## src/sv/pecd_pkg.sv

```systemverilog
// ----------------------------------------------------------------------------
// pecd_pkg
// Types and constants for the printer escape code decoder.
// ----------------------------------------------------------------------------
package pecd_pkg;

  localparam int unsigned MAX_OUT   = 256;
  localparam int unsigned COUNT_CAP = (MAX_OUT > 511) ? 511 : MAX_OUT;
  localparam logic [8:0]  COUNT_MAX = 9'(COUNT_CAP);

  localparam logic [7:0] CH_NUL   = 8'h00;
  localparam logic [7:0] CH_LF    = 8'h0A;
  localparam logic [7:0] CH_SPACE = 8'h20;
  localparam logic [7:0] CH_ESC   = 8'd27;
  localparam logic [7:0] CH_TILDE = 8'h7E;
  localparam logic [7:0] CH_CARET = 8'h5E;
  localparam logic [7:0] CH_BSL   = 8'h5C;
  localparam logic [7:0] CH_H     = 8'h48;
  localparam logic [7:0] CH_A     = 8'h41;
  localparam logic [7:0] CH_Z     = 8'h5A;
  localparam logic [7:0] CH_ZERO  = 8'h30;
  localparam logic [7:0] CH_NINE  = 8'h39;

  typedef enum logic [2:0] {
    MODE_NORMAL = 3'd0,
    MODE_BSL    = 3'd1,
    MODE_CARET  = 3'd2,
    MODE_DIG1   = 3'd3,
    MODE_DIG2   = 3'd4
  } mode_t;

  typedef enum logic [2:0] {
    ERR_NONE      = 3'd0,
    ERR_EOL_BSL   = 3'd1,
    ERR_BAD_HEX   = 3'd2,
    ERR_BAD_DEC   = 3'd3,
    ERR_BAD_CARET = 3'd4
  } err_t;

  function automatic logic [7:0] upper8(input logic [7:0] c);
    logic [7:0] r;
    r = c;
    if (c >= 8'h61 && c <= 8'h7A) begin
      r = c - 8'h20;
    end
    return r;
  endfunction

  function automatic logic is_digit(input logic [7:0] c);
    return (c >= CH_ZERO) && (c <= CH_NINE);
  endfunction

endpackage

```

## src/sv/printer_escape_code_decoder.sv

```systemverilog
// ----------------------------------------------------------------------------
// printer_escape_code_decoder
// Translates printer control-code strings into printer bytes, one source
// character per request, one result per request.
// ----------------------------------------------------------------------------
//  channel  | handshake           | payload
//  ---------+---------------------+----------------------------------------------
//  input    | in_valid, in_ready  | src_char
//  output   | out_valid,out_ready | byte_valid, out_byte, string_done,
//           |                     | error_code, byte_count
//
//  One request per cycle unless the result stalls; input, then result register.
//  Escape state advances as a request moves from the input to the result register.
//  Reset clears the decode mode, held digits, byte count and both valid flags.
//  A stalled result holds the result register; the input register still fills,
//  then in_ready drops until the result is taken.
// ----------------------------------------------------------------------------
module printer_escape_code_decoder
  import pecd_pkg::*;
(
  input  logic       clk,
  input  logic       rst,
  input  logic       in_valid,
  output logic       in_ready,
  input  logic [7:0] src_char,
  output logic       out_valid,
  input  logic       out_ready,
  output logic       byte_valid,
  output logic [7:0] out_byte,
  output logic       string_done,
  output logic [2:0] error_code,
  output logic [8:0] byte_count
);

  logic       held_valid;
  logic [7:0] held_char;
  logic       advance;

  mode_t      mode, mode_next;
  logic [3:0] first_digit, first_digit_next;
  logic [7:0] second_char, second_char_next;
  logic [8:0] emitted_count, emitted_count_next;

  logic       eol;
  logic [7:0] c_up;
  logic [7:0] s_up;
  logic [3:0] d_val;
  logic [3:0] s_dec;
  logic [4:0] hex_lo;
  logic [9:0] dec_sum;
  logic       r_valid;
  logic [7:0] r_byte;
  err_t       r_err;
  logic [8:0] r_count;

  assign advance  = held_valid && (!out_valid || out_ready);
  assign in_ready = !held_valid || advance;

  always_ff @(posedge clk) begin
    if (rst) begin
      held_valid <= 1'b0;
    end else if (in_ready) begin
      held_valid <= in_valid;
    end
    if (in_ready && in_valid) begin
      held_char <= src_char;
    end
  end

  assign eol     = (held_char == CH_NUL) || (held_char == CH_LF);
  assign c_up    = upper8(held_char);
  assign s_up    = upper8(second_char);
  assign d_val   = 4'(held_char - CH_ZERO);
  assign s_dec   = 4'(second_char - CH_ZERO);
  assign hex_lo  = is_digit(s_up) ? 5'(s_up - CH_ZERO) : 5'(s_up - CH_A + 8'd10);
  assign dec_sum = 10'(first_digit) * 10'd100 + 10'(s_dec) * 10'd10 + 10'(d_val);

  always_comb begin
    mode_next = mode;
    if (eol) begin
      mode_next = MODE_NORMAL;
    end else begin
      case (mode)
        MODE_BSL: begin
          mode_next = is_digit(held_char) ? MODE_DIG1 : MODE_NORMAL;
        end
        MODE_DIG1: begin
          mode_next = MODE_DIG2;
        end
        MODE_CARET, MODE_DIG2: begin
          mode_next = MODE_NORMAL;
        end
        default: begin
          if (held_char == CH_BSL) begin
            mode_next = MODE_BSL;
          end else if (held_char == CH_CARET) begin
            mode_next = MODE_CARET;
          end else begin
            mode_next = MODE_NORMAL;
          end
        end
      endcase
    end
  end

  always_comb begin
    r_valid          = 1'b0;
    r_byte           = 8'h00;
    r_err            = ERR_NONE;
    first_digit_next = first_digit;
    second_char_next = second_char;
    if (eol) begin
      r_valid = 1'b1;
      case (mode)
        MODE_BSL:             r_err = ERR_EOL_BSL;
        MODE_CARET:           r_err = ERR_BAD_CARET;
        MODE_DIG1, MODE_DIG2: r_err = ERR_BAD_DEC;
        default:              r_err = ERR_NONE;
      endcase
    end else begin
      case (mode)
        MODE_BSL: begin
          if (is_digit(held_char)) begin
            first_digit_next = d_val;
          end else begin
            r_valid = 1'b1;
            r_byte  = held_char;
          end
        end
        MODE_CARET: begin
          if (c_up >= CH_A && c_up <= CH_Z) begin
            r_valid = 1'b1;
            r_byte  = c_up - CH_A + 8'd1;
          end else begin
            r_err = ERR_BAD_CARET;
          end
        end
        MODE_DIG1: begin
          second_char_next = held_char;
        end
        MODE_DIG2: begin
          if (c_up == CH_H) begin
            if (is_digit(s_up) || (s_up >= CH_A && s_up <= CH_H)) begin
              r_valid = 1'b1;
              r_byte  = {first_digit, 4'h0} + 8'(hex_lo);
            end else begin
              r_err = ERR_BAD_HEX;
            end
          end else if (is_digit(second_char) && is_digit(held_char)) begin
            r_valid = 1'b1;
            r_byte  = dec_sum[7:0];
          end else begin
            r_err = ERR_BAD_DEC;
          end
        end
        default: begin
          if (held_char == CH_TILDE) begin
            r_valid = 1'b1;
            r_byte  = CH_ESC;
          end else if (held_char != CH_SPACE && held_char != CH_BSL &&
                       held_char != CH_CARET) begin
            r_valid = 1'b1;
            r_byte  = held_char;
          end
        end
      endcase
    end
  end

  assign r_count = (r_valid && emitted_count < COUNT_MAX) ? emitted_count + 9'd1
                                                          : emitted_count;
  assign emitted_count_next = eol ? 9'd0 : r_count;

  always_ff @(posedge clk) begin
    if (rst) begin
      mode          <= MODE_NORMAL;
      first_digit   <= 4'd0;
      second_char   <= 8'd0;
      emitted_count <= 9'd0;
      out_valid     <= 1'b0;
    end else begin
      if (advance) begin
        mode          <= mode_next;
        first_digit   <= first_digit_next;
        second_char   <= second_char_next;
        emitted_count <= emitted_count_next;
      end
      if (advance) begin
        out_valid <= 1'b1;
      end else if (out_ready) begin
        out_valid <= 1'b0;
      end
    end
    if (advance) begin
      byte_valid  <= r_valid;
      out_byte    <= r_byte;
      string_done <= eol;
      error_code  <= r_err;
      byte_count  <= r_count;
    end
  end

endmodule
```

## config.mk

```make
export PLATFORM = sky130hd
export DESIGN_NAME = printer_escape_code_decoder
export DESIGN_NICKNAME = d
export VERILOG_FILES = /design/src/sv/pecd_pkg.sv /design/src/sv/printer_escape_code_decoder.sv
export SDC_FILE = /design/constraint.sdc
export NUM_CORES = 1
export LEC_CHECK = 0
export ABC_CLOCK_PERIOD_IN_PS = 3800
export BUFFER_PORTS_ARGS = -buffer_cell sky130_fd_sc_hd__clkbuf_2
export CAP_MARGIN = 20
export CORE_UTILIZATION = 30
export CTS_CLUSTER_SIZE = 28
export DETAILED_ROUTE_END_ITERATION = 12
export GPL_TIMING_DRIVEN = 1
export SKIP_CTS_REPAIR_TIMING = 1
export SLEW_MARGIN = 20
export SYNTH_ARGS = -nofsm -noshare
export SYNTH_HDL_FRONTEND = slang
export SYNTH_SLANG_ARGS = --single-unit
```

## constraint.sdc

```tcl
create_clock -name clk -period 3.8 [get_ports clk]
set_input_delay 0 -clock clk [delete_from_list [all_inputs] [get_ports clk]]
set_output_delay 0 -clock clk [all_outputs]
set_load 0.1 [all_outputs]
```

# == Word level (Yosys, flattened, before mapping) ==
# Cells that the tools add are included.
# classes
n_addsub,13
n_mul,2
div_mod_pow,0
magnitude_cmp,15
eq_ne,12
shifts,0
n_mux,36
n_bitwise,1
n_reduce_logical,25
# op_table
op,n
8-bit 2-to-1 mux,9
8-bit by 7-bit == test with 1-bit output (second input constant),4
8-bit by 7-bit >= comparator with 1-bit output (second input constant),4
8-bit by 7-bit <= comparator with 1-bit output (second input constant),4
8-bit one-hot mux with 4 select lines,1
8-bit by 6-bit >= comparator with 1-bit output (second input constant),3
8-bit by 6-bit <= comparator with 1-bit output (second input constant),3
9-bit 2-to-1 mux,2
3-bit one-hot mux with 3 select lines,2
8-bit by 7-bit != test with 1-bit output (second input constant),2
8-bit by 6-bit subtractor with 8-bit output (second input constant),2
1-bit logical AND,13
3-bit 2-to-1 mux,4
1-bit 2-to-1 mux,10
2-bit 2-to-1 mux,5
9-bit by 1-bit adder with 9-bit output (second input constant),1
9-bit < comparator (second input constant),1
8-bit by 1-bit adder with 8-bit output (second input constant),1
8-bit by 4-bit adder with 8-bit output,1
8-bit by 5-bit adder with 8-bit output,1
8-bit adder,1
8-bit by 4-bit == test with 1-bit output (second input constant),1
8-bit logical NOT,1
8-bit by 6-bit != test with 1-bit output (second input constant),1
other kinds (20),27
# totals
regBits,56
latchBits,0
ram_bits,0
romBits,0
wordCells,116
memories,0

# == Logic depth before layout (Yosys ltp) ==
# logic_depth
word_depth,13
mapped_depth,16
depth_no_buf,13

# == Worst setup path before layout ==
# No wires, ideal clock.
# synth_path
path_type,reg2reg
from,register held_char[1]
to,"register byte_count[1], data pin"
arrival_time_ns,3.064
required_time_ns,3.538
setup_slack_ns,0.474
path_stages_with_launch,13
path_buffers,1
cell_sequence,edfxtp_1 -> or4_1 -> o221ai_2 -> o31a_1 -> ha_1 -> inv_1 -> a211oi_1 -> o211ai_1 -> o31ai_4 -> o21ai_2 -> buf_6 -> a21oi_1 -> mux2_1
# synth_between
elab_chain_len,10
word_cells_on_any_way,32
classes_between,1 x add/sub; 6 x order compare; 6 x eq/ne; 10 x mux; 9 x reduce/logical
# synth_rtl
element,line_no,rtl
from (decl),printer_escape_code_decoder.sv:36,logic [7:0] held_char;
from (signal assigned),printer_escape_code_decoder.sv:66,held_char <= src_char;
8-bit by 7-bit >= comparator with 1-bit output or 8-bit by 7-bit <= comparator with 1-bit output (tied branches),pecd_pkg.sv:43,if (c >= 8'h61 && c <= 8'h7A) begin
1-bit logical AND,pecd_pkg.sv:43,
8-bit 2-to-1 mux,pecd_pkg.sv:43,
8-bit by 7-bit >= comparator with 1-bit output or 8-bit by 7-bit <= comparator with 1-bit output (tied branches),printer_escape_code_decoder.sv:131,if (c_up >= CH_A && c_up <= CH_Z) begin
1-bit logical AND,printer_escape_code_decoder.sv:131,
1-bit 2-to-1 mux,printer_escape_code_decoder.sv:131,
1-bit one-hot mux with 4 select lines,printer_escape_code_decoder.sv:121,case (mode)
1-bit 2-to-1 mux *,printer_escape_code_decoder.sv:112,if (eol) begin
1-bit logical AND *,printer_escape_code_decoder.sv:170,assign r_count = (r_valid && emitted_count < COUNT_MAX) ? emitted_count + 9'd1
9-bit 2-to-1 mux *,printer_escape_code_decoder.sv:170,
named net r_count[1],printer_escape_code_decoder.sv:54,logic [8:0] r_count;
to (signal assigned),printer_escape_code_decoder.sv:199,byte_count <= r_count;
to (decl),printer_escape_code_decoder.sv:32,output logic [8:0] byte_count
# The timed path passes the listed nets; every way through them passes the cells marked *.
# A chain may end at the register's enable or synchronous reset.

# == Worst setup path after layout ==
# layout_path
from,register held_char[0]
to,register emitted_count[4]
# layout_between
elab_chain_len,11
word_cells_on_any_way,33
classes_between,1 x add/sub; 6 x order compare; 6 x eq/ne; 11 x mux; 9 x reduce/logical
# layout_rtl
element,line_no,rtl
8-bit by 7-bit >= comparator with 1-bit output or 8-bit by 7-bit <= comparator with 1-bit output (tied branches),pecd_pkg.sv:43,
1-bit logical AND,pecd_pkg.sv:43,
8-bit 2-to-1 mux,pecd_pkg.sv:43,
8-bit by 7-bit >= comparator with 1-bit output or 8-bit by 7-bit <= comparator with 1-bit output (tied branches),printer_escape_code_decoder.sv:131,
1-bit logical AND,printer_escape_code_decoder.sv:131,
1-bit 2-to-1 mux,printer_escape_code_decoder.sv:131,
1-bit one-hot mux with 4 select lines,printer_escape_code_decoder.sv:121,
1-bit 2-to-1 mux,printer_escape_code_decoder.sv:112,
1-bit logical AND,printer_escape_code_decoder.sv:170,
9-bit 2-to-1 mux,printer_escape_code_decoder.sv:170,
9-bit 2-to-1 mux *,printer_escape_code_decoder.sv:172,assign emitted_count_next = eol ? 9'd0 : r_count;
to (signal assigned),printer_escape_code_decoder.sv:186,emitted_count <= emitted_count_next;
to (decl),printer_escape_code_decoder.sv:42,"logic [8:0] emitted_count, emitted_count_next;"
# Every way passes the cells marked *; elsewhere a longest branch is shown, timed or not.

==> flow_summary.yaml <==
status:
  status: "finished, final reports clean"
cells_and_area:
  drive_above_1_share_pct: 16.9
  nets: 476
  final_cells: 600
  area_growth_pct: 16.3
  final_util_pct: 36.1
  antenna_cells: 0
timing:
  hold_ws_ns: 0.00761
  fmax_ghz: 0.281
  worst_pin_slew_ns: 0.635
  slew_violations: 0
  hold_viol_final: 0
  final.setup_skew_ns: 0.00828
  min_period_ns: 3.55
  period_share_pct: 93.5
  relSlewSlack_pct: 57.7
  final.setup.tns_ns: 0
  setup_violations: 0
  rsz0062_at_grt: "false"
clock_tree:
  clkTransAtPathRegs_ns: 0.08
  cts_tree: "built"
  clockBufferDepth: 2
  htreeDepth: 2
  ctsRootBufferMaster: "clkbuf_16"
  cts_buffers: 5
  clkSinkCount: 56
  clk_latency_ns: 0.30
detailed_routing:
  drc: 0
  vias: 3016
  dr.pass1.iters: 5
  wl_per_cell_um: 14.5
  drtAntennaViolNets: 0
  drtIter0Drc: 181
  drt-vias-per-instance: 5.03
  routed_wl_mm: 8.69
setup_path:
  cp.required_ns: 4.02
  worst_setup_path_start_kind: "register"
  end_kind: "register"
  crit_path_max_fanout: 24
  path_class: "reg -> reg"
  arrival_ns: 3.77
global_route:
  busiest_layer: "met2"
  grt_use_met1_pct: 19.6
  antenna_found_initial: 0
  grt.total_usage_pct: 13.9
  grt_use_met3_pct: 2.23
  use_met2_pct: 21.7
  grt-ovfl-total: 0
  grt_pass1_vias: 2869
  grt_pass1_wl_mm: 14.4
  grt_start_max_net_pins: 27
flow_run:
  cap_violations: 0
synthesis:
  synthTopCellsByCount: "nor2_1, edfxtp_1, ha_1"
  synth_most_common_cell: "nor2_1"
  syn_inst: 389
  synth_ff_type: "edfxtp_1"
  synth.area.top_cells: "edfxtp_1, dfxtp_1, ha_1"
  ys_async_sr_fraction_pct: 0
  synth_edf_count: 30
  yosysSeqAreaShare_pct: 38.0
  synth_area_per_cell_sq_um: 9.62
  netlist_area_sq_um: 3740
  synth_warnings: 0
  synth_cell_types: 65
  synth.largest_area_cell: "edfxtp_1"
  synth_top_area_share_pct: 24.1
  synth_seq_cells: 56
  synth_nets: 434
floorplanning:
  core_area_sq_um: 12100
  design.die.area_sq_um: 12900
  start_util_pct: 31.0
  die_height_um: 114
  ioPinCount: 36
  die_width_um: 114
  rows: 40
power:
  p_total_uw: 1310
  p_leak_uw: 0.00173
  p_per_area_nw_per_um2: 301
  peakVddDrop_mv: 0.189
place:
  gp_congestion: 0.885
  port_buffers: 35
  dp_cells: 583
  dpl.hpwl_mm: 6.39
hold_path:
  min_path_type: "in -> reg"
cells in the final DEF, fill, tap and decap left out, drive strengths merged, types with 3 or more instances in the layout:
| cell type | n |
|---|---|
| and3 | 7 |
| dlygate4sd3 | 9 |
| nor4 | 3 |
| o21ai | 11 |
| a211oi | 5 |
| fa | 4 |
| ha | 29 |
| xnor2 | 9 |
| nor2b | 6 |
| a31oi | 12 |
| and2 | 5 |
| inv | 25 |
| mux2i | 11 |
| nor2 | 38 |
| a22oi | 4 |
| or4 | 8 |
| o22ai | 6 |
| o211ai | 9 |
| clkbuf | 40 |
| nor3 | 5 |
| o31ai | 3 |
| edfxtp | 30 |
| xor2 | 12 |
| nand3 | 7 |
| nand2b | 5 |
| nand4 | 3 |
| a21oi | 25 |
| nand2 | 26 |
| dfxtp | 26 |
| buf | 13 |
area by class of cell:
cell class	count	area, sq um
fillers	1248	7710
multi-input cells	287	2120
flip-flops and latches	56	1420
repair buffers	57	363
well taps	168	210
clock buffers	5	125
inverters	24	90.1
clock inverters	3	22.5
metrics by stage:
step / setup WS (ns) / area [sq um]
finish: 0.247 / 4350
global route: 0.0312 / 4350
CTS: 0.213 / 4260
detailed placement: 0.230 / 4110
global placement: 0.291 / 4110
floorplan: 0.474 / 3740
path summary, 6_finish.rpt:
check                from          endpoint  slack [ns]  cells after the start
min             out_ready         out_valid       0.008                      4
max reg2reg  held_char[0]  emitted_count[4]        0.25                     12
max          held_char[0]  emitted_count[4]        0.25                     12
min reg2reg    held_valid         out_valid        0.51                      2
registers in the layout, indices dropped and copies added (netlist names):
signal         flops
out_valid          1
string_done        1
mode               3
emitted_count      9
second_char        8
held_char          8
first_digit        4
out_byte           8
byte_valid         1
byte_count         9
error_code         3
held_valid         1
per-layer routing:
| layer | part of all wire, % | vias up |
|---|---|---|
| met5 | 0 | - |
| met4 | 2.2 | 0 |
| met3 | 4.5 | 15 |
| met2 | 44 | 74 |
| met1 | 50 | 1418 |
| li1 | - | 1509 |
logic make-up (layout without fill, tap and decap cells):
group	Yosys count	count (layout)	share of synthesized area, %
AND/OR/NAND/NOR	123	123	17.4
AO/OA/AOI/OAI	98	98	19.2
flip-flops	56	56	38.0
buffers and inverters	46	89	5.42
adder cells (fa/ha/maj)	33	33	11.8
XOR/XNOR	21	21	4.91
multiplexers	12	12	3.24
power breakdown:
| group | leakage (uW) | switching [uW] | total [uW] | internal [uW] |
|---|---|---|---|---|
| clock | 0.0000742 | 219 | 466 | 247 |
| sequential | 0.000495 | 11.3 | 667 | 656 |
| combinational | 0.00116 | 136 | 178 | 41.9 |
worst max-delay path, cell delays in order (launching register included):
cell      delay [ns]
edfxtp_1        0.38
or4_1           0.55
o221ai_2        0.25
o31a_1          0.21
ha_1            0.18
inv_1           0.05
a211oi_1        0.25
o211ai_1        0.24
o31ai_4         0.35
o21ai_2         0.12
buf_4           0.21
or4_1           0.54
a31oi_1         0.14
(Power assumes the default switching activity.)
